===== src/rtl/rgb_conv2d_valid_saturate_defines.svh =====
// ============================================================================
// rgb_conv2d_valid_saturate_defines.svh
// Assertion macros shared by the convolution block; empty when SYNTH is set.
// ============================================================================
`ifndef RGB_CONV2D_VALID_SATURATE_DEFINES_SVH
`define RGB_CONV2D_VALID_SATURATE_DEFINES_SVH
`ifndef SYNTH
// Condition must hold at every edge out of reset.
`define RCV_ASSERT_HOLD(lbl, cond) \
    lbl: assert property (@(posedge clk) disable iff (!rst_n) (cond)) \
        else $error("rcv check failed");
// Consequent must hold in the cycle after the antecedent.
`define RCV_ASSERT_NEXT(lbl, pre, post) \
    lbl: assert property (@(posedge clk) disable iff (!rst_n) (pre) |=> (post)) \
        else $error("rcv check failed");
`else
`define RCV_ASSERT_HOLD(lbl, cond)
`define RCV_ASSERT_NEXT(lbl, pre, post)
`endif
`endif


===== src/rtl/rcv_line_mem.sv =====
// ============================================================================
// rcv_line_mem
// Line buffer memory: one word per column holds the buffered rows.
// ============================================================================
module rcv_line_mem #(
    parameter int DEPTH  = 32,
    parameter int WORD_W = 48,
    parameter int ADDR_W = 5
) (
    input  logic              clk,
    input  logic              rst_n,
    input  logic              rd_en,
    input  logic [ADDR_W-1:0] rd_addr,
    output logic [WORD_W-1:0] rd_data,
    input  logic              wr_en,
    input  logic [ADDR_W-1:0] wr_addr,
    input  logic [WORD_W-1:0] wr_data
);

    logic [WORD_W-1:0] mem [DEPTH];
    logic [WORD_W-1:0] mem_q_reg;
    logic [WORD_W-1:0] fwd_data_reg;
    logic              fwd_reg;
    logic              fwd_hit;

    // A read that lands on the column being written in the same cycle
    // sees stale data; bypass it.
    assign fwd_hit = rd_en && wr_en && (rd_addr == wr_addr);

    always_ff @(posedge clk)
    begin
        if (wr_en)
        begin
            mem[wr_addr] <= wr_data;
        end
        if (rd_en)
        begin
            mem_q_reg    <= mem[rd_addr];
            fwd_data_reg <= wr_data;
        end
    end

    always_ff @(posedge clk or negedge rst_n)
    begin
        if (!rst_n)
        begin
            fwd_reg <= 1'b0;
        end
        else if (rd_en)
        begin
            fwd_reg <= fwd_hit;
        end
    end

    assign rd_data = fwd_reg ? fwd_data_reg : mem_q_reg;

endmodule


===== config.mk =====
export PLATFORM = sky130hd
export DESIGN_NAME = rcv_line_mem
export DESIGN_NICKNAME = d
export VERILOG_FILES = /design/src/rtl/rgb_conv2d_valid_saturate_defines.svh /design/src/rtl/rcv_line_mem.sv
export SDC_FILE = /design/constraint.sdc
export NUM_CORES = 1
export LEC_CHECK = 0
export ABC_CLOCK_PERIOD_IN_PS = 1500
export BUFFER_PORTS_ARGS = -buffer_cell sky130_fd_sc_hd__buf_2
export CORE_AREA = 2 2 346 314
export DETAILED_ROUTE_END_ITERATION = 8
export DIE_AREA = 0 0 348 316
export GPL_TIMING_DRIVEN = 1
export PLACE_DENSITY = 0.76
export SETUP_SLACK_MARGIN = 0.02
export SLEW_MARGIN = 0
export SYNTH_ARGS = -nofsm -noshare
export SYNTH_HDL_FRONTEND = slang
export SYNTH_SLANG_ARGS = --single-unit

===== constraint.sdc =====
create_clock -name clk -period 1.5 [get_ports clk]
set_clock_uncertainty 0.15 [all_clocks]
set_input_delay 0.075 -clock clk [delete_from_list [all_inputs] [get_ports clk]]
set_output_delay 0.075 -clock clk [all_outputs]
set_load 0.005 [all_outputs]

==> results.sh <==
export IMPL_gp_congestion=0.815
export IMPL_wl_per_cell_um=28.5
export IMPL_worstSetupPathType="reg -> out"
export IMPL_fin_tns_setup_ns=-55.80
export IMPL_cap_violations=0
export IMPL_largest_reg_flops=1536
export IMPL_cts_tree="yes"
export IMPL_port_buffers=109
export IMPL_avgViaCountPerCell=6.34
export IMPL_max_freq_ghz=0.439
export IMPL_area_growth_pct=20.4
export IMPL_clk_latency_ns=0.77
export IMPL_rsz0062_at_grt="yes"
export IMPL_synth_warnings=0
export IMPL_core_um2=107000
export IMPL_required_ns=1.27
export IMPL_ys_types=29
export IMPL_path_buf_inv=2
export IMPL_clockBufferDepth=3
export IMPL_antenna_found_initial=0
export IMPL_yosysSeqAreaShare_pct=77.4
export IMPL_max_slew_margin_pct=58.3
export IMPL_worstPathCellList="buf_16, mux2_2, buf_2"
export IMPL_hold_viol=4
export IMPL_slew_viol_final=0
export IMPL_htree_num_levels=4
export IMPL_drtPass1Iterations=6
export IMPL_hpwl_mm=89.4
export IMPL_synth_top_area_share_pct=77.4
export IMPL_drc=0
export IMPL_p_leak_nw=27.1
export IMPL_synth_top_area_cell="edfxtp_1"
export IMPL_detail_route_antenna_nets=0
export IMPL_irDropWorstVdd_v=0.00119
export IMPL_synth_fp_nets=3540
export IMPL_slowest_stage="dfrtp_4"
export IMPL_worst_hold_slack_ns=-0.0571
export IMPL_grt_pass1_vias=34158
export IMPL_grt_pass1_wl_mm=227
export IMPL_worst_pin_slew_ns=0.625
export IMPL_initial_core_util_pct=59.4
export IMPL_startpoint_type="flop"
export IMPL_violations="hold timing, setup timing"
export IMPL_cts_root_buf="clkbuf_16"
export IMPL_hold_path_class="in -> reg"
export IMPL_placed_area_um2=69900
export IMPL_status="finished, violations left"
export IMPL_routed_wl_mm=158
export IMPL_rows=114
export IMPL_synth_edf_count=1632
export IMPL_drt_iter0_markers=4476
export IMPL_design_area_um2=76200
export IMPL_cts_reportedPaths_clkPinSlew_ns=0.06
export IMPL_chipWidth_um=348
export IMPL_place_inst=5169
export IMPL_grt_max_degree=34
export IMPL_die_h_um=316
export IMPL_yosysMostFrequentCell="edfxtp_1"
export IMPL_synthTopCellsByCount="1632 x edfxtp_1, 768 x mux2i_1, 147 x nand3_1"
export IMPL_synth_seq_cells=1633
export IMPL_synthCells=3478
export IMPL_p_per_area_nw_per_um2=1250
export IMPL_avgSynthCellArea_um2=18.2
export IMPL_critPathMaxFanout=26
export IMPL_synthFlopType="edfxtp_1"
export IMPL_worst_setup_path_end_kind="output port"
export IMPL_nets=4078
export IMPL_die_area_um2=110000
export IMPL_drive_above_1_share_pct=20.7
export IMPL_setup_viol=297
export IMPL_r2r_setup_slack_ns=-0.11
export IMPL_vias=35073
export IMPL_io_pins=110
export IMPL_power_w=0.0952
export IMPL_tritoncts_num_buffers=154
export IMPL_slowest_delay_ns=0.52
export IMPL_yosys_top_cells_area="edfxtp_1 77%, mux2i_1 12%, a22oi_1 1.7%, a22o_1 1.3%, nand3_1 1.2%"
export IMPL_cts_sinks=1633
export IMPL_overflow=0
export IMPL_cp_arrival_ns=2.05
export IMPL_final_cells=5533
export IMPL_synthArstFlopShare_pct=0.0612
export IMPL_period_needed_ns=2.28
export IMPL_finalWorstSetupSlack_ns=-0.776
export IMPL_synth_area_um2=63300
export IMPL_fin_crit_sh_pct=152
export IMPL_track_usage_pct=28.4
export IMPL_path_delay_family="flip-flops"
[cells in the final DEF, fill, tap and decap left out, types with 92 or more instances in the layout]
| cell type | count |
|---|---|
| nand3_1 | 137 |
| a22o_1 | 96 |
| a22oi_1 | 142 |
| nand2_1 | 144 |
| buf_12 | 187 |
| clkbuf_16 | 167 |
| edfxtp_1 | 1632 |
| buf_4 | 207 |
| mux2i_1 | 764 |
| buf_2 | 92 |
| a21oi_1 | 144 |
[cells by family after synthesis]
group	Yosys count	share of synthesized area [%]
AOI/OAI and AO/OA	433	4.66
xor gates and xnor gates	5	0.0692
buffers and inverters	200	2.05
DFF	1633	77.4
muxes	816	13.0
and+or+nand+nor	391	2.79
[cell type report]
type | instances | area (um2)
diodes | 1 | 2.50
flip-flops and latches | 1633 | 49000
multi-input cells | 1645 | 13700
fillers | 6100 | 30300
repair buffers | 581 | 6880
well taps | 1392 | 1740
inverters | 1 | 3.75
clock inverters | 79 | 718
clock buffers | 201 | 4210
[metal layers]
| layer | GRT usage, % | share of wire [%] |
|---|---|---|
| met5 | 0 | 0 |
| met3 | 5.32 | 10 |
| met1 | 40.5 | 40 |
| met4 | 8.36 | 2.5 |
| met2 | 45.4 | 48 |
[timing repair]
action                      CTS  global route
hold buffers                 67             6
gates resized for setup      47            46
buffers inserted              2             9
pin swaps                    36            58
setup endpoints to repair    74          1169
hold endpoints to repair   1874            11
cloned                        1             6
[worst min-delay path, delay by kind of cell]
family	cells	cell delay, ns
simple gates	4	0.30
buf+inv	2	0.35
[worst paths after layout]
| check | startpoint | end | depth (start not counted) |
|---|---|---|---|
| max reg2reg | mem[6][9]$_DFFE_PP_ | mem_q_reg[9]$_DFFE_PP_ | 5 |
| min | rd_addr[2] | mem_q_reg[15]$_DFFE_PP_ | 6 |
| max | fwd_reg$_DFFE_PN0P_ | rd_data[33] | 3 |
| min in group asynchronous | rst_n | fwd_reg$_DFFE_PN0P_ | 4 |
| min reg2reg | mem[26][46]$_DFFE_PP_ | mem_q_reg[46]$_DFFE_PP_ | 4 |
| max in group asynchronous | rst_n | fwd_reg$_DFFE_PN0P_ | 4 |
[power breakdown]
part / internal [W] / switching [W] / total [W]
sequential: 0.0510 / 0.000220 / 0.0512
combinational: 0.00250 / 0.00339 / 0.00589
clock: 0.0220 / 0.0161 / 0.0381
total: 0.0755 / 0.0197 / 0.0952
[per-stage QoR]
stage	util, %	setup WS, ns
final	71.6	-0.776
after global routing	71.6	-0.838
after CTS	71.1	-0.828
after detailed placement	65.6	-0.577
after global placement	65.6	-0.555
after floorplan	-	-0.653
Note: power is estimated with default switching activity, not from simulation.
