## src/rtl/rgb_conv2d_valid_saturate_defines.svh

```systemverilog
// ============================================================================
// rgb_conv2d_valid_saturate_defines.svh
// Assertion macros shared by the convolution block; empty when SYNTH is set.
// ============================================================================
`ifndef RGB_CONV2D_VALID_SATURATE_DEFINES_SVH
`define RGB_CONV2D_VALID_SATURATE_DEFINES_SVH
`ifndef SYNTH
// Condition must hold at every edge out of reset.
`define RCV_ASSERT_HOLD(lbl, cond) \
    lbl: assert property (@(posedge clk) disable iff (!rst_n) (cond)) \
        else $error("rcv check failed");
// Consequent must hold in the cycle after the antecedent.
`define RCV_ASSERT_NEXT(lbl, pre, post) \
    lbl: assert property (@(posedge clk) disable iff (!rst_n) (pre) |=> (post)) \
        else $error("rcv check failed");
`else
`define RCV_ASSERT_HOLD(lbl, cond)
`define RCV_ASSERT_NEXT(lbl, pre, post)
`endif
`endif

```

## src/rtl/rcv_pkg.sv

```systemverilog
// ============================================================================
// rcv_pkg
// Beat types, widths and codes of the streaming RGB convolution block.
// ============================================================================
package rcv_pkg;

    localparam int PIX_W      = 24;
    localparam int CH_W       = 8;
    localparam int CHANNELS   = 3;
    localparam int WGT_W      = 8;
    localparam int PROD_W     = 17;  // signed 8 bits times unsigned 8 bits
    localparam int BIAS_W     = 16;
    localparam int CFG_ADDR_W = 3;
    localparam int CFG_DATA_W = 32;

    localparam logic [CH_W-1:0] CLAMP_MAX = 8'd255;

    // Input beat codes
    localparam logic OP_WEIGHT = 1'b0;
    localparam logic OP_PIXEL  = 1'b1;

    // Register index, taken from paddr[2]
    localparam logic REG_BIAS = 1'b0;

    typedef struct packed {
        logic                    opcode;
        logic [3:0]              weight_index;
        logic signed [WGT_W-1:0] weight_value;
        logic [PIX_W-1:0]        pixel_in;
        logic                    frame_end;
    } item_t;

    typedef struct packed {
        logic [PIX_W-1:0] pixel_out;
        logic             last_out;
    } result_t;

    // Control that travels down the pipeline next to each beat
    typedef struct packed {
        logic valid;
        logic is_pixel;
        logic win;
        logic last;
    } tag_t;

endpackage

```

## src/rtl/rcv_mac.sv

```systemverilog
// ============================================================================
// rcv_mac
// Window registers, kernel weights and the per-tap channel products.
// ============================================================================
module rcv_mac import rcv_pkg::*; #(
    parameter int KSIZE = 3
) (
    input  logic                                          clk,
    input  logic                                          rst_n,
    input  logic                                          adv,
    input  tag_t                                          s1_tag,
    input  logic [KSIZE-1:0][PIX_W-1:0]                   col_vec,
    input  logic [3:0]                                    wt_idx,
    input  logic signed [WGT_W-1:0]                       wt_val,
    output tag_t                                          s3_tag,
    output logic [KSIZE*KSIZE-1:0][CHANNELS-1:0][PROD_W-1:0] prod
);

    localparam int KAREA = KSIZE * KSIZE;

    logic [KSIZE-1:0][KSIZE-1:0][PIX_W-1:0]          win_reg;
    logic signed [WGT_W-1:0]                         kern_reg [KAREA];
    logic [KAREA-1:0][CHANNELS-1:0][PROD_W-1:0]      prod_next;
    logic [KAREA-1:0][CHANNELS-1:0][PROD_W-1:0]      prod_reg;
    tag_t                                            s2_tag_reg;
    tag_t                                            s3_tag_reg;

    // Shift the window left and load the new column on the right.
    always_ff @(posedge clk)
    begin
        if (adv && s1_tag.valid && s1_tag.is_pixel)
        begin
            for (int r = 0; r < KSIZE; r++)
            begin
                for (int x = 0; x < KSIZE - 1; x++)
                begin
                    win_reg[r][x] <= win_reg[r][x+1];
                end
                win_reg[r][KSIZE-1] <= col_vec[r];
            end
        end
    end

    // Weight beats write at this stage so they order correctly against pixels.
    always_ff @(posedge clk)
    begin
        if (adv && s1_tag.valid && !s1_tag.is_pixel)
        begin
            for (int i = 0; i < KAREA; i++)
            begin
                if (int'(wt_idx) == i)
                begin
                    kern_reg[i] <= wt_val;
                end
            end
        end
    end

    always_comb
    begin
        for (int r = 0; r < KSIZE; r++)
        begin
            for (int x = 0; x < KSIZE; x++)
            begin
                for (int ch = 0; ch < CHANNELS; ch++)
                begin
                    prod_next[r*KSIZE+x][ch] =
                        $signed({{(PROD_W-WGT_W){kern_reg[r*KSIZE+x][WGT_W-1]}},
                                 kern_reg[r*KSIZE+x]}) *
                        $signed({{(PROD_W-CH_W){1'b0}}, win_reg[r][x][ch*CH_W +: CH_W]});
                end
            end
        end
    end

    always_ff @(posedge clk)
    begin
        if (adv)
        begin
            prod_reg <= prod_next;
        end
    end

    always_ff @(posedge clk or negedge rst_n)
    begin
        if (!rst_n)
        begin
            s2_tag_reg <= '0;
            s3_tag_reg <= '0;
        end
        else if (adv)
        begin
            s2_tag_reg <= s1_tag;
            s3_tag_reg <= s2_tag_reg;
        end
    end

    assign s3_tag = s3_tag_reg;
    assign prod   = prod_reg;

endmodule

```

## config.mk

```make
export PLATFORM = sky130hd
export DESIGN_NAME = rcv_mac
export DESIGN_NICKNAME = d
export VERILOG_FILES = /design/src/rtl/rgb_conv2d_valid_saturate_defines.svh /design/src/rtl/rcv_pkg.sv /design/src/rtl/rcv_mac.sv
export SDC_FILE = /design/constraint.sdc
export NUM_CORES = 2
export LEC_CHECK = 0
export BUFFER_PORTS_ARGS = -buffer_cell sky130_fd_sc_hd__buf_2
export CAP_MARGIN = 20
export CORE_MARGIN = 4
export CORE_UTILIZATION = 40
export DETAILED_ROUTE_END_ITERATION = 16
export SETUP_SLACK_MARGIN = 0.02
export SLEW_MARGIN = 10
export SYNTH_ARGS = -nofsm -noshare
export SYNTH_HDL_FRONTEND = slang
export SYNTH_SLANG_ARGS = --single-unit
```

## constraint.sdc

```tcl
create_clock -name clk -period 5.75 [get_ports clk]
set_input_delay 0.8625 -clock clk [delete_from_list [all_inputs] [get_ports clk]]
set_output_delay 0.8625 -clock clk [all_outputs]
set_load 0.01 [all_outputs]
```

==> metrics.txt <==
status=finished, final reports clean; routed via count=54631; Post-synth ARST share=1.06%; first-pass GRT wire length=334 mm; initial antenna violation count=39; Worst setup SP type=register; max frequency=0.195 GHz; effective utilization at floorplan=40.3%; cell chain of the critical path=nand2_1, fa_1, fa_1, fa_1, fa_1, inv_1, ha_1, o21ai_0, a21oi_1, o21ai_0, a21boi_0, o41ai_1, xnor2_1; net count reported at finish=10514; CP required=6.20 ns; Hold Path End=win_reg[202]$_DFFE_PP_; vias per std cell=4.95; final instance area=91100 um2; hold wc startpoint=col_vec[58]; setup TNS=0 ns; die height=460 um; FF+latch area=22600 um2; WP buf/inv=1; CP most frequent cell=fa_1; Post-DP Area=87800 um2; Root Buffer=clkbuf_16; # rows=165; synthesized area per cell=10.6 um2; Worst Hold Class=in2reg; max cap viols=0; P_leak=44.3 nW; Worst-path clk slew=0.07 ns; Yosys reg bits=755; Fin Hold WS=0.292 ns; CTS tree=built; pin count of the biggest net entering global routing=107; Synth cell types=57; Main synth FF type=edfxtp_1; Crit-path slowest cell=edfxtp_1; Total Die Area=211000 um2; final WL=212 mm; unrepaired setup endpoints after global routing=false; hold path cells=1; Slew @ Worst Pin=1.02 ns; minimum clock period after layout=5.12 ns; clk_lat worst skew=0.74 ns; post-DP HPWL=166 mm; Reg2Reg Depth=13; crit-path max cell delay=0.94 ns; slew margin rel.=31.7%; synthesized cell area=81600 um2; routability cong.=0.871; final period utilization=89.0%; gr usage total=20.4%; Final Setup Violations=0; number of flip-flops in the largest register=459; Syn. warnings=0; Post-Place Worst Slack=0.600 ns; Post-Route Skew=0.0329 ns; number of global-route vias before repair=57996; grt total ovfl=0; sequential area share after synthesis=27.7%; Reg2Reg Setup Slack=0.63 ns; Post-synth EDFFs=747; CP arrival=5.57 ns; critical path peak fanout=24; Setup CP Type=reg2reg; crit end category=register; Final Power=18.4 mW; RR Startpoint=kern_reg[0][45]$_DFFE_PP_; Ports=554; endpoint of the worst register-to-register path=prod[303]$_DFFE_PP_; syn nets=9938; Antenna Nets Post-Route=0; Routed wire per std cell=19.2 um; Layout Area Growth over Synthesis=11.6%; cell family with most CP delay=adder cells; CTS buffer count=96; Core Area=203000 um2; CTS H-tree lvls=3; most frequent cells in the layout=inv_1, ha_1, and2_1, fa_1, edfxtp_1; filler cell count=19111; Syn Inst Count=7687; Max VDD drop=0.220 mV; commonest non-fill, non-tap cell in the layout=inv_1; drt pass-1 iters=5; pwr dens=202 nW/um2; post-layout worst setup margin=0.630 ns; Post-CTS Setup Bufs=0; area occupied by multi-input gates=52700 um2; # port buffers=553; Die Width=460 um; final hold vios=0; Final Max Slew Viols=0; DRC marker count from the first detailed-route iteration=2822; Residual DRC=0; share of cells above drive strength 1=9.71%; clock tree sinks=755; CTS max path bufs=3
-- cells by family (layout without fill, tap and decap cells) --
family,after synthesis,in the layout,share of synthesized area (%)
simple gates,2160,2160,14.1
buf+inv,1690,2342,7.77
other cells,0,24,0
xor+xnor,304,304,3.26
flops,755,755,27.7
mux,7,7,0.0966
compound gates,611,611,4.79
fa+ha+maj,2160,2160,42.3
-- metrics by stage --
step,std cells,util [%]
final,11035,45.0
after global routing,11018,45.0
after CTS,11011,45.0
after detailed placement,10836,43.4
after global placement,10835,43.4
after floorplan,7687,-
-- Yosys cell counts, types with 100 or more instances --
master	count	area (um2)
inv_1	1543	5790
ha_1	1161	14500
and2_1	1100	6880
fa_1	999	20000
edfxtp_1	747	22400
nand2_1	512	1920
nor2_1	294	1100
xnor2_1	225	1970
a21oi_1	179	896
o21ai_0	143	716
clkbuf_1	142	533
nand2b_1	119	744
a21o_1	100	751
-- metal layers --
layer	wire (um)	global-route usage (%)	part of all wire [%]
met1	94900	28.1	45
met5	40	0.253	0.019
met3	12700	3.44	6.0
met4	8150	7.47	3.8
met2	96300	32.6	45
-- worst max-delay path by stage --
stage	slack (ns)	from	cells past startpoint	endpoint
CTS	0.55	kern_reg[0][45]$_DFFE_PP_	13	prod[303]$_DFFE_PP_
global route	0.24	kern_reg[0][43]$_DFFE_PP_	16	prod[303]$_DFFE_PP_
floorplan	0.71	kern_reg[0][71]$_DFFE_PP_	17	prod[458]$_DFFE_PP_
finish	0.63	kern_reg[0][45]$_DFFE_PP_	13	prod[303]$_DFFE_PP_
detailed placement	0.60	kern_reg[0][45]$_DFFE_PP_	13	prod[303]$_DFFE_PP_
global placement	0.67	kern_reg[0][43]$_DFFE_PP_	16	prod[303]$_DFFE_PP_
-- power breakdown --
| part | switching, mW | total (mW) | internal, mW |
|---|---|---|---|
| sequential | 0.347 | 7.17 | 6.83 |
| clock | 2.62 | 6.24 | 3.62 |
| combinational | 2.91 | 4.98 | 2.07 |
-- timing repair --
item | in CTS | in global routing
endpoints found under the hold margin | 8 | 0
hold buffers | 1 | 0
gates resized for setup | 0 | 0
-- area by class of cell --
class / instances / share of cell area (%)
inverters: 1545 / 6.37
diodes: 24 / 0.0659
repair buffers: 623 / 3.70
clock buffers: 109 / 2.74
clock inverters: 65 / 0.788
well taps: 2672 / 3.67
multi-input cells: 5242 / 57.8
flip-flops and latches: 755 / 24.8
No activity file was read; power rests on OpenSTA's default activity.
