<file path="config.mk">
export PLATFORM = sky130hd
export DESIGN_NAME = rcv_sum
export DESIGN_NICKNAME = d
export VERILOG_FILES = /design/src/rtl/rgb_conv2d_valid_saturate_defines.svh /design/src/rtl/rcv_pkg.sv /design/src/rtl/rcv_sum.sv
export SDC_FILE = /design/constraint.sdc
export NUM_CORES = 1
export LEC_CHECK = 0
export BUFFER_PORTS_ARGS = -buffer_cell sky130_fd_sc_hd__buf_4
export CAP_MARGIN = 30
export CELL_PAD_IN_SITES_DETAIL_PLACEMENT = 0
export CELL_PAD_IN_SITES_GLOBAL_PLACEMENT = 1
export CORE_ASPECT_RATIO = 0.75
export CORE_MARGIN = 2
export CORE_UTILIZATION = 30
export DETAILED_ROUTE_END_ITERATION = 6
export PLACE_DENSITY_LB_ADDON = 0.1
export SLEW_MARGIN = 20
export SYNTH_ARGS = -nofsm -noshare
export SYNTH_HDL_FRONTEND = slang
export SYNTH_SLANG_ARGS = --single-unit
</file>
<file path="constraint.sdc">
create_clock -name clk -period 3.78 [get_ports clk]
set_clock_uncertainty 0.15 [all_clocks]
set_input_delay 0.378 -clock clk [delete_from_list [all_inputs] [get_ports clk]]
set_output_delay 0.378 -clock clk [all_outputs]
set_load 0.02 [all_outputs]
</file>
<file path="src/rtl/rgb_conv2d_valid_saturate_defines.svh">
// ============================================================================
// rgb_conv2d_valid_saturate_defines.svh
// Assertion macros shared by the convolution block; empty when SYNTH is set.
// ============================================================================
`ifndef RGB_CONV2D_VALID_SATURATE_DEFINES_SVH
`define RGB_CONV2D_VALID_SATURATE_DEFINES_SVH
`ifndef SYNTH
// Condition must hold at every edge out of reset.
`define RCV_ASSERT_HOLD(lbl, cond) \
    lbl: assert property (@(posedge clk) disable iff (!rst_n) (cond)) \
        else $error("rcv check failed");
// Consequent must hold in the cycle after the antecedent.
`define RCV_ASSERT_NEXT(lbl, pre, post) \
    lbl: assert property (@(posedge clk) disable iff (!rst_n) (pre) |=> (post)) \
        else $error("rcv check failed");
`else
`define RCV_ASSERT_HOLD(lbl, cond)
`define RCV_ASSERT_NEXT(lbl, pre, post)
`endif
`endif

</file>
<file path="src/rtl/rcv_pkg.sv">
// ============================================================================
// rcv_pkg
// Beat types, widths and codes of the streaming RGB convolution block.
// ============================================================================
package rcv_pkg;

    localparam int PIX_W      = 24;
    localparam int CH_W       = 8;
    localparam int CHANNELS   = 3;
    localparam int WGT_W      = 8;
    localparam int PROD_W     = 17;  // signed 8 bits times unsigned 8 bits
    localparam int BIAS_W     = 16;
    localparam int CFG_ADDR_W = 3;
    localparam int CFG_DATA_W = 32;

    localparam logic [CH_W-1:0] CLAMP_MAX = 8'd255;

    // Input beat codes
    localparam logic OP_WEIGHT = 1'b0;
    localparam logic OP_PIXEL  = 1'b1;

    // Register index, taken from paddr[2]
    localparam logic REG_BIAS = 1'b0;

    typedef struct packed {
        logic                    opcode;
        logic [3:0]              weight_index;
        logic signed [WGT_W-1:0] weight_value;
        logic [PIX_W-1:0]        pixel_in;
        logic                    frame_end;
    } item_t;

    typedef struct packed {
        logic [PIX_W-1:0] pixel_out;
        logic             last_out;
    } result_t;

    // Control that travels down the pipeline next to each beat
    typedef struct packed {
        logic valid;
        logic is_pixel;
        logic win;
        logic last;
    } tag_t;

endpackage

</file>
<file path="src/rtl/rcv_sum.sv">
// ============================================================================
// rcv_sum
// Adder tree over the kernel taps, bias add, clamp and result register.
// ============================================================================
module rcv_sum import rcv_pkg::*; #(
    parameter int KSIZE = 3
) (
    input  logic                                             clk,
    input  logic                                             rst_n,
    input  logic                                             adv,
    input  tag_t                                             s3_tag,
    input  logic [KSIZE*KSIZE-1:0][CHANNELS-1:0][PROD_W-1:0] prod,
    input  logic signed [BIAS_W-1:0]                         bias,
    output logic                                             res_valid,
    output result_t                                          res
);

    localparam int KAREA = KSIZE * KSIZE;
    localparam int SUM_W = PROD_W + $clog2(KSIZE) + 1;
    localparam int ACC_W = SUM_W + $clog2(KSIZE) + 2;

    logic [KSIZE-1:0][CHANNELS-1:0][SUM_W-1:0] row_next;
    logic [KSIZE-1:0][CHANNELS-1:0][SUM_W-1:0] row_reg;
    tag_t                                      s4_tag_reg;
    logic [PIX_W-1:0]                          pix_next;
    logic                                      res_valid_reg;
    result_t                                   res_reg;

    // First level: sum each kernel row.
    always_comb
    begin
        logic signed [SUM_W-1:0] acc;
        for (int r = 0; r < KSIZE; r++)
        begin
            for (int ch = 0; ch < CHANNELS; ch++)
            begin
                acc = '0;
                for (int x = 0; x < KSIZE; x++)
                begin
                    acc = acc + SUM_W'($signed(prod[r*KSIZE+x][ch]));
                end
                row_next[r][ch] = acc;
            end
        end
    end

    always_ff @(posedge clk)
    begin
        if (adv)
        begin
            row_reg <= row_next;
        end
    end

    // Second level: rows plus bias, then clamp to a byte.
    always_comb
    begin
        logic signed [ACC_W-1:0] acc;
        pix_next = '0;
        for (int ch = 0; ch < CHANNELS; ch++)
        begin
            acc = ACC_W'(bias);
            for (int r = 0; r < KSIZE; r++)
            begin
                acc = acc + ACC_W'($signed(row_reg[r][ch]));
            end
            if (acc < 0)
            begin
                pix_next[ch*CH_W +: CH_W] = '0;
            end
            else if (acc > ACC_W'(CLAMP_MAX))
            begin
                pix_next[ch*CH_W +: CH_W] = CLAMP_MAX;
            end
            else
            begin
                pix_next[ch*CH_W +: CH_W] = acc[CH_W-1:0];
            end
        end
    end

    always_ff @(posedge clk or negedge rst_n)
    begin
        if (!rst_n)
        begin
            s4_tag_reg    <= '0;
            res_valid_reg <= 1'b0;
        end
        else if (adv)
        begin
            s4_tag_reg    <= s3_tag;
            res_valid_reg <= s4_tag_reg.valid && s4_tag_reg.is_pixel && s4_tag_reg.win;
        end
    end

    always_ff @(posedge clk)
    begin
        if (adv)
        begin
            res_reg.pixel_out <= pix_next;
            res_reg.last_out  <= s4_tag_reg.last;
        end
    end

    assign res_valid = res_valid_reg;
    assign res       = res_reg;

endmodule

</file>
==> flow_metrics.py, run 1 <==
metrics = {
    "synthesis": {
        "synth_edf_count": 196,
        "synth_area_leaders": "edfxtp_1 (26%), fa_1 (25%), ha_1 (12%)",
        "syn_area_per_cell_um2": 10.3,
        "netlist_top_cells_count": "inv_1 (417), fa_1 (279), ha_1 (216), edfxtp_1 (196), a21oi_1 (157)",
        "synth_cell_types": 83,
        "ys_ff_latch": 201,
        "synth_largest_area_cell": "edfxtp_1",
        "yosysMostFrequentCell": "inv_1",
        "synth_top_area_share_pct": 25.8,
        "synthFlopType": "edfxtp_1",
        "synth_cells": 2215,
        "async_flop_share_pct": 2.49,
        "synth_fp_nets": 3192,
        "ys_seq_area_share_pct": 26.4,
        "syn-cell-area_mm2": 0.0228,
        "ys.warnings.count": 0,
    },
    "timing": {
        "layout_min_cycle_time_ns": 4.25,
        "setup_ws_ns": -0.468,
        "slew_headroom_pct": 53.9,
        "hold_slack_ns": 0.155,
        "rsz0062_at_grt": "yes",
        "max_freq_ghz": 0.235,
        "finalSetupViolCount": 24,
        "final_max_slew_viol_count": 0,
        "fin_crit_sh_pct": 112,
        "hold_violations": 0,
        "worstMarginPinSlew_ns": 0.686,
    },
    "clock_tree": {
        "clk_pin_slew_ns": 0.06,
        "cts_root_buffer": "clkbuf_16",
        "cts-buffers-inserted": 26,
        "max-clock-path-buffers": 3,
        "cts_sinks": 201,
        "clk_latency_ns": 0.56,
        "h-tree-depth": 1,
        "cts_tree": "yes",
    },
    "power_and_ir_drop": {
        "power_density_mw_per_mm2": 938,
        "peakVddDrop_mv": 0.584,
        "total_power_uw": 29100,
        "total_leakage_power_uw": 0.0144,
    },
    "min_path": {
        "min_to": "row_reg[101]",
        "hp-start": "prod[290]",
        "min_path_type": "in2reg",
        "holdPathStages": 3,
    },
    "worst_setup_path": {
        "rr_worst_depth": 16,
        "startpoint_type": "register",
        "crit_arrival_ns": 4.37,
        "cp_slowest_cell": "a2111oi_0",
        "reg2reg_to": "res[22]",
        "path_class": "reg2reg",
        "slowest_delay_ns": 0.56,
        "ff2ff_setup_slack_ns": -0.47,
        "endpoint_kind": "register",
        "crit_chain": "inv_1 -> fa_1 -> fa_1 -> inv_1 -> ha_1 -> buf_4 -> nand2_1 -> o21ai_1 -> a2111oi_0 -> buf_4 -> nand2b_1 -> o211ai_1 -> o2111ai_2 -> nor4_4 -> buf_6 -> a21oi_1",
        "r2r-start": "row_reg[54]",
        "crit_fanout": 8,
        "worstPathRequired_ns": 3.91,
    },
    "placement": {
        "port_buffers": 507,
        "placed_cell_area_mm2": 0.0299,
        "gp_congestion": 0.882,
        "detailed_place_hpwl_mm": 63.0,
        "placed_cells": 3974,
        "dp_slack_ns": -1.01,
    },
    "route": {
        "routed_wl_mm": 71.7,
        "initialDrtViolationCount": 839,
        "drc": 0,
        "viasPerCell": 4.58,
        "ant_nets": 0,
        "wl_per_cell_um": 17.8,
        "vias": 18500,
        "first_pass_iters": 5,
    },
    "layout": {
        "largest_reg_flops": 171,
        "n_antenna_cell": 0,
        "nNetsFinal": 3963,
        "syn2layout_area_growth_pct": 36.3,
        "drive_gt1_share_pct": 29.5,
        "design_area_mm2": 0.0311,
        "fin_cells": 4027,
    },
    "flow_run": {
        "drv_cap": 0,
    },
    "die": {
        "die-area_mm2": 0.0782,
        "dieWidth_um": 322,
        "ioPinCount": 508,
        "placementRows": 87,
        "core_mm2": 0.0752,
        "die_y_um": 243,
        "start_util_pct": 30.3,
    },
    "grt": {
        "grt_first_pass_wirelength_mm": 111,
        "overflow": 0,
        "grt_max_degree": 88,
        "grt_util_all_layers_pct": 18.4,
        "grt_pass1_vias": 19700,
        "antenna_found_initial": 1,
    },
    "run_status": {
        "violations": "setup timing",
        "status": "complete, but fails checks",
    },
}
==> timing repair <==
action                                  in CTS  in global routing
setup buffers                                2                  0
resized for setup                           43                 22
endpoints found under the setup margin      24                 24
pin swaps                                   26                 16
hold buffers                                 6                  0
endpoints found under the hold margin        9                  0
==> worst max-delay path: cells and delay by family, from the launching register on <==
kind	cells	cell delay (ns)
simple gates	3	0.32
fa+ha+maj	3	1.22
compound gates	5	1.17
flops	1	0.37
buf+inv	5	0.71
==> cell type report <==
class	instances	area, um2
sequential	201	6010
inverter	418	1580
fill	7453	44200
tap	1023	1280
clock inverter	16	175
multi-input combinational	1593	15600
timing repair buffer	746	5780
clock buffer	30	687
==> report_power, final <==
part,internal [uW],leakage (uW),switching [uW]
Sequential,3530,0.00197,264
Clock,1560,0.000422,997
Combinational,10800,0.0120,12000
Total,15900,0.0144,13200
==> kinds of logic after synthesis <==
| kind of cell | Yosys count | synth area share (%) |
|---|---|---|
| buffers and inverters | 421 | 6.94 |
| xor gates and xnor gates | 139 | 5.34 |
| and+or+nand+nor | 444 | 10.1 |
| DFF | 201 | 26.4 |
| AOI/OAI and AO/OA | 503 | 14.3 |
| muxes | 12 | 0.554 |
| adders and majority gates | 495 | 36.4 |
==> through the flow <==
step / util, % / TNS, ns
finish: 41.3 / -7.79
global placement: 39.7 / -19.28
CTS: 41.2 / -7.95
global route: 41.3 / -11.99
floorplan: - / -4.85
detailed placement: 39.7 / -19.52
==> layout by cell type, fill, tap and decap left out, drive strengths merged, types with 11 or more instances in the layout <==
cell      n
buf     740
inv     416
fa      279
ha      216
edfxtp  196
a21oi   158
xnor2   108
nor2    108
o21ai    96
nand2    78
nor3     49
a21o     47
nand3    44
o21a     34
xor2     31
nor2b    31
clkbuf   30
nand2b   28
a31oi    24
o211ai   19
a211oi   19
nand4    15
or2      15
o21bai   14
and3     14
or3      14
a21boi   12
clkinv   11
==> worst max-delay path by stage <==
stage / depth (start not counted) / endpoint / slack, ns / startpoint
5_1_grt: 17 / res[22] / -0.64 / row_reg[101]
4_1_cts: 17 / res[22] / -0.46 / row_reg[101]
2_1_floorplan: 15 / res[17] / -0.34 / bias[1]
3_5_place_dp: 16 / res[24] / -1.01 / bias[2]
6_report: 16 / res[22] / -0.47 / row_reg[54]
3_3_place_gp: 16 / res[17] / -1.03 / bias[2]
==> per-layer routing <==
layer | vias up | wire [um] | track usage, %
li1 | 9160 | - | -
met1 | 8876 | 37300 | 28.6
met2 | 376 | 30400 | 27.8
met3 | 48 | 3070 | 2.38
met4 | 2 | 927 | 2.50
met5 | - | 13 | 0
(Power assumes the default switching activity.)
==> run 2: changes to the inputs <==
- ABC_AREA: unset -> 1
==> run 2 against run 1 <==
Against the previous run:
- the run now ends clean
- clock power decreased by 10%
- critical path depth increased by 6
- synthesized cell count increased by 20%
- largest power group unchanged
- highest routed layer is now met4
==> flow_metrics.py, run 2 <==
metrics = {
    "run_status": {
        "status": "finished, final reports clean",
    },
    "synthesis": {
        "synth_area_leaders": "edfxtp_1 (25%), fa_1 (24%), ha_1 (11%)",
        "synth_cell_types": 36,
        "synth_edf_count": 196,
        "synth_top_area_share_pct": 25.0,
        "async_flop_share_pct": 2.49,
        "synth_cells": 2657,
        "ys_ff_latch": 201,
        "syn-cell-area_mm2": 0.0235,
        "ys.warnings.count": 0,
        "netlist_top_cells_count": "inv_1 (600), nand2_1 (525), fa_1 (279), ha_1 (216), edfxtp_1 (196)",
        "synth_fp_nets": 3634,
        "yosysMostFrequentCell": "inv_1",
        "ys_seq_area_share_pct": 25.5,
        "synthFlopType": "edfxtp_1",
        "synth_largest_area_cell": "edfxtp_1",
        "syn_area_per_cell_um2": 8.86,
    },
    "grt": {
        "grt_first_pass_wirelength_mm": 115,
        "overflow": 0,
        "grt_util_all_layers_pct": 18.5,
        "antenna_found_initial": 0,
        "grt_pass1_vias": 20600,
        "grt_max_degree": 87,
    },
    "placement": {
        "detailed_place_hpwl_mm": 66.8,
        "gp_congestion": 0.970,
        "placed_cells": 4347,
        "port_buffers": 507,
    },
    "die": {
        "ioPinCount": 508,
        "die_y_um": 247,
        "core_mm2": 0.0773,
        "die-area_mm2": 0.0808,
        "start_util_pct": 30.5,
        "placementRows": 88,
        "dieWidth_um": 327,
    },
    "power_and_ir_drop": {
        "total_leakage_power_uw": 0.0157,
        "peakVddDrop_mv": 0.458,
        "total_power_uw": 30600,
        "power_density_mw_per_mm2": 978,
    },
    "timing": {
        "fin_crit_sh_pct": 97.4,
        "hold_violations": 0,
        "slew_headroom_pct": 45.0,
        "rsz0062_at_grt": "yes",
        "final_max_slew_viol_count": 0,
        "max_freq_ghz": 0.272,
        "worstMarginPinSlew_ns": 0.826,
        "finalSetupViolCount": 0,
        "layout_min_cycle_time_ns": 3.68,
    },
    "clock_tree": {
        "h-tree-depth": 1,
        "cts_tree": "yes",
        "cts-buffers-inserted": 25,
        "cts_root_buffer": "clkbuf_16",
        "max-clock-path-buffers": 3,
        "clk_pin_slew_ns": 0.06,
        "cts_sinks": 201,
        "clk_latency_ns": 0.55,
    },
    "worst_setup_path": {
        "endpoint_kind": "register",
        "crit_top_cell": "inv_2",
        "crit_arrival_ns": 3.85,
        "cp_slowest_cell": "fa_1",
        "path_class": "reg2reg",
        "worstPathRequired_ns": 3.95,
        "ff2ff_setup_slack_ns": 0.1,
        "startpoint_type": "register",
        "slowest_delay_ns": 0.51,
        "crit_fanout": 8,
        "crit_chain": "inv_2 -> fa_1 -> inv_2 -> fa_1 -> ha_2 -> inv_2 -> fa_2 -> inv_2 -> nand3_2 -> nand2_2 -> nand2_2 -> nand2_2 -> buf_6 -> nand2_4 -> nand3_2 -> nand2_1 -> nor2_1 -> nand2_1 -> nor2_4 -> nand3_2 -> nand2_2 -> inv_2",
    },
    "layout": {
        "largest_reg_flops": 171,
        "layout_common_cells": "buf_4 (649), inv_1 (580), nand2_1 (494)",
        "final_common_cell": "buf_4",
        "nNetsFinal": 4332,
        "drive_gt1_share_pct": 26.8,
        "fin_cells": 4406,
        "syn2layout_area_growth_pct": 32.9,
        "n_antenna_cell": 0,
    },
    "route": {
        "initialDrtViolationCount": 857,
        "first_pass_iters": 6,
        "wl_per_cell_um": 17.1,
        "routed_wl_mm": 75.3,
        "viasPerCell": 4.42,
        "ant_nets": 0,
        "vias": 19500,
        "drc": 0,
    },
    "flow_run": {
        "drv_cap": 0,
    },
    "min_path": {
        "min_path_type": "in2reg",
    },
}
run 2: layout make-up:
class	count	area, um2
fill	7914	46000
tap	1035	1290
sequential	201	6010
clock buffer	28	637
multi-input combinational	1836	15700
clock inverter	15	121
inverter	620	2330
timing repair buffer	671	5240
run 2: power by group:
part	internal (uW)	leakage, uW	total [uW]	switching (uW)
clock	1280	0.000369	2290	1000
sequential	3580	0.00198	3810	233
combinational	10200	0.0134	24500	14300
total	15000	0.0157	30600	15600
run 2: path summary, 6_finish.rpt:
kind                                from            end  cells after the start
min reg2reg                s4_tag_reg[0]         res[0]                      0
min in group asynchronous          rst_n  s4_tag_reg[0]                      3
max                          row_reg[61]         res[1]                     22
min                            prod[137]    row_reg[41]                      3
max in group asynchronous          rst_n  s4_tag_reg[1]                      3
max reg2reg                  row_reg[61]         res[1]                     22
run 2: cells by family (layout without fill, tap and decap cells):
group           Yosys count  after routing  share of synthesized area, %
xor+xnor                159            159                          5.92
buf+inv                 620           1334                          9.90
mux                       4              4                         0.191
compound gates          327            327                          7.54
flops                   201            201                          25.5
simple gates            851            851                          15.7
fa+ha+maj               495            495                          35.2
run 2: worst max-delay path: cells and delay by family (launching register included):
| family | cells | cell delay, ns |
|---|---|---|
| buffers and inverters | 6 | 0.33 |
| AND/OR/NAND/NOR | 12 | 1.06 |
| flip-flops | 1 | 0.33 |
| adder cells (fa/ha/maj) | 4 | 1.60 |
run 2: through the flow:
| step | hold WS, ns | setup slack, ns | instance area (um2) | util [%] | TNS (ns) |
|---|---|---|---|---|---|
| floorplan | -0.0676 | 0.118 | 23500 | - | 0 |
| global placement | 0.0435 | -0.333 | 29900 | 38.7 | -6.93 |
| detailed placement | 0.0456 | -0.354 | 29900 | 38.7 | -7.79 |
| CTS | 0.115 | 0.00658 | 30700 | 39.8 | 0 |
| global route | 0.136 | -0.150 | 31300 | 40.5 | -2.38 |
| finish | 0.149 | 0.0982 | 31300 | 40.5 | 0 |
run 2: metal layers:
metal / share of wire, % / wire length (um) / GRT usage, %
met2: 48 / 36100 / 31.9
met3: 3.2 / 2390 / 1.98
met4: 1.5 / 1150 / 2.83
met5: 0 / 0 / 0
met1: 47 / 35600 / 25.6
run 2: repair_timing:
| action | in CTS | in global routing |
|---|---|---|
| buffers inserted | 0 | 11 |
| hold buffers | 6 | 0 |
| endpoints found under the hold margin | 9 | 0 |
| setup endpoints to repair | 16 | 24 |
| gates resized for setup | 5 | 125 |
| pin swaps | 2 | 62 |
==> run 3: changes to the inputs <==
- MAX_ROUTING_LAYER: unset -> met4
==> run 3 against run 2 <==
Against the previous run:
- total power up 2.9%
- global-route usage up 0.70 points
- combinational power up 4%
- largest power group unchanged
- first-iteration DRC count up 7.8%
- via count up 0.34%
- register-to-register slack about the same
- non-clock buffer count up 6
==> flow_metrics.py, run 3 (same netlist as run 2, synthesis figures left out) <==
metrics = {
    "run_status": {
        "status": "finished, final reports clean",
    },
    "timing": {
        "final_max_slew_viol_count": 0,
        "rsz0062_at_grt": "yes",
        "setup_ws_ns": 0.102,
        "max_freq_ghz": 0.272,
        "finalSetupViolCount": 0,
        "hold_violations": 0,
        "hold_slack_ns": 0.138,
        "fin_crit_sh_pct": 97.3,
        "finalSetupTns_ns": 0,
        "layout_min_cycle_time_ns": 3.68,
        "slew_headroom_pct": 47.0,
        "worstMarginPinSlew_ns": 0.795,
    },
    "layout": {
        "largest_reg_flops": 171,
        "drive_gt1_share_pct": 27.8,
        "multi_input_area_mm2": 0.0159,
        "utilization_pct": 40.8,
        "final_common_cell": "buf_4",
        "nNetsFinal": 4337,
        "fillCellCount": 7921,
        "fin_cells": 4412,
        "final-seq-area_mm2": 0.00601,
        "layout_common_cells": "buf_4 (654), inv_1 (573), nand2_1 (492)",
        "syn2layout_area_growth_pct": 34.0,
    },
    "die": {
        "start_util_pct": 30.5,
        "ioPinCount": 508,
        "die-area_mm2": 0.0808,
        "dieWidth_um": 327,
        "core_mm2": 0.0773,
        "die_y_um": 247,
        "placementRows": 88,
    },
    "placement": {
        "detailed_place_hpwl_mm": 67.3,
        "port_buffers": 507,
        "dp_slack_ns": -0.347,
        "placed_cells": 4346,
        "gp_congestion": 1.01,
    },
    "grt": {
        "use_met2_pct": 31.5,
        "overflow": 0,
        "grt_util_all_layers_pct": 19.2,
        "gr-max-usage-layer": "met2",
        "grt_first_pass_wirelength_mm": 115,
        "antenna_found_initial": 3,
        "grt_use_met3_pct": 1.84,
        "grt_util_met1_pct": 26.0,
        "grt_max_degree": 84,
        "grt_pass1_vias": 20600,
    },
    "min_path": {
        "hp-start": "prod[120]",
        "holdPathStages": 3,
        "min_path_type": "in2reg",
    },
    "clock_tree": {
        "clk_latency_ns": 0.56,
        "cts_root_buffer": "clkbuf_16",
        "cts_sinks": 201,
        "max-clock-path-buffers": 3,
        "cts_tree": "yes",
        "h-tree-depth": 1,
        "clk_pin_slew_ns": 0.06,
        "cts-buffers-inserted": 24,
    },
    "route": {
        "viasPerCell": 4.43,
        "drc": 0,
        "first_pass_iters": 5,
        "routed_wl_mm": 76.2,
        "initialDrtViolationCount": 924,
        "ant_nets": 0,
        "vias": 19500,
        "wl_per_cell_um": 17.3,
    },
    "worst_setup_path": {
        "crit_arrival_ns": 3.84,
        "cp_slowest_cell": "fa_1",
        "path_class": "reg2reg",
        "slowest_delay_ns": 0.50,
        "endpoint_kind": "register",
        "crit_fanout": 8,
        "endpoint": "res[18]",
        "startpoint_type": "register",
        "reg2reg_to": "res[18]",
        "setup.worst_path.start": "row_reg[117]",
        "crit_chain": "inv_1 -> fa_1 -> fa_1 -> inv_1 -> ha_1 -> a21oi_1 -> nand2_1 -> a21oi_1 -> nand4_1 -> nand2_1 -> nand3_2 -> nor2_4 -> nand3_2 -> nand2_2 -> inv_2",
        "rr_worst_depth": 15,
        "worstPathRequired_ns": 3.94,
        "ff2ff_setup_slack_ns": 0.10,
        "r2r-start": "row_reg[117]",
    },
    "power_and_ir_drop": {
        "power_density_mw_per_mm2": 998,
        "peakVddDrop_mv": 0.458,
        "total_leakage_power_uw": 0.0158,
    },
    "flow_run": {
        "drv_cap": 0,
    },
}
-- run 3: cell count changes in the layout (fill, tap and decap cells not counted), sizes merged --
cell	before	now
diode	0	2
buf	665	671
inv	621	620
clkinv	10	13
clkbuf	28	27
clkinvlp	3	0
-- run 3: power by group --
part	internal (uW)	leakage (uW)	switching, uW
sequential	3580	0.00198	235
clock	1260	0.000365	980
combinational	10700	0.0134	14800
-- run 3: per-stage QoR --
stage	power, uW	cell area (um2)
after global placement	27000	29900
after CTS	29500	30700
after detailed placement	27000	29900
after floorplan	18300	23500
final	31500	31500
after global routing	35000	31500
-- run 3: routing by layer --
layer  share of wire (%)  vias up
li1                    -     9796
met1                  47     9234
met2                  48      428
met3                 3.6       73
met4                 2.2        0
met5                   0        -
-- run 3: area by class of cell --
| type | count | area share (%) |
|---|---|---|
| multi-input cells | 1836 | 50.3 |
| clock inverters | 14 | 0.325 |
| flip-flops and latches | 201 | 19.1 |
| well taps | 1035 | 4.10 |
| diodes | 2 | 0.0159 |
| clock buffers | 27 | 2.01 |
| inverters | 620 | 7.38 |
| repair buffers | 677 | 16.8 |
-- run 3: worst max-delay path: cells and delay by family, from the launching register on --
family	cells	cell delay, ns
adders and majority gates	3	1.24
and+or+nand+nor	7	0.98
AOI/OAI and AO/OA	2	0.52
DFF	1	0.37
buffers and inverters	3	0.17
-- run 3: worst min path at each step --
stage | slack [ns] | endpoint
5_1_grt | 0.14 | row_reg[21]
3_3_place_gp | 0.04 | res_valid
6_report | 0.14 | row_reg[21]
2_1_floorplan | -0.07 | res_valid
4_1_cts | 0.11 | row_reg[21]
3_5_place_dp | 0.04 | res_valid
-- run 3: timing repair --
| item | in CTS | in global routing |
|---|---|---|
| hold buffers | 6 | 0 |
| pin swaps | 3 | 72 |
| setup buffers | 0 | 18 |
| endpoints found under the setup margin | 24 | 24 |
| hold endpoints to repair | 9 | 0 |
| gates resized for setup | 7 | 166 |
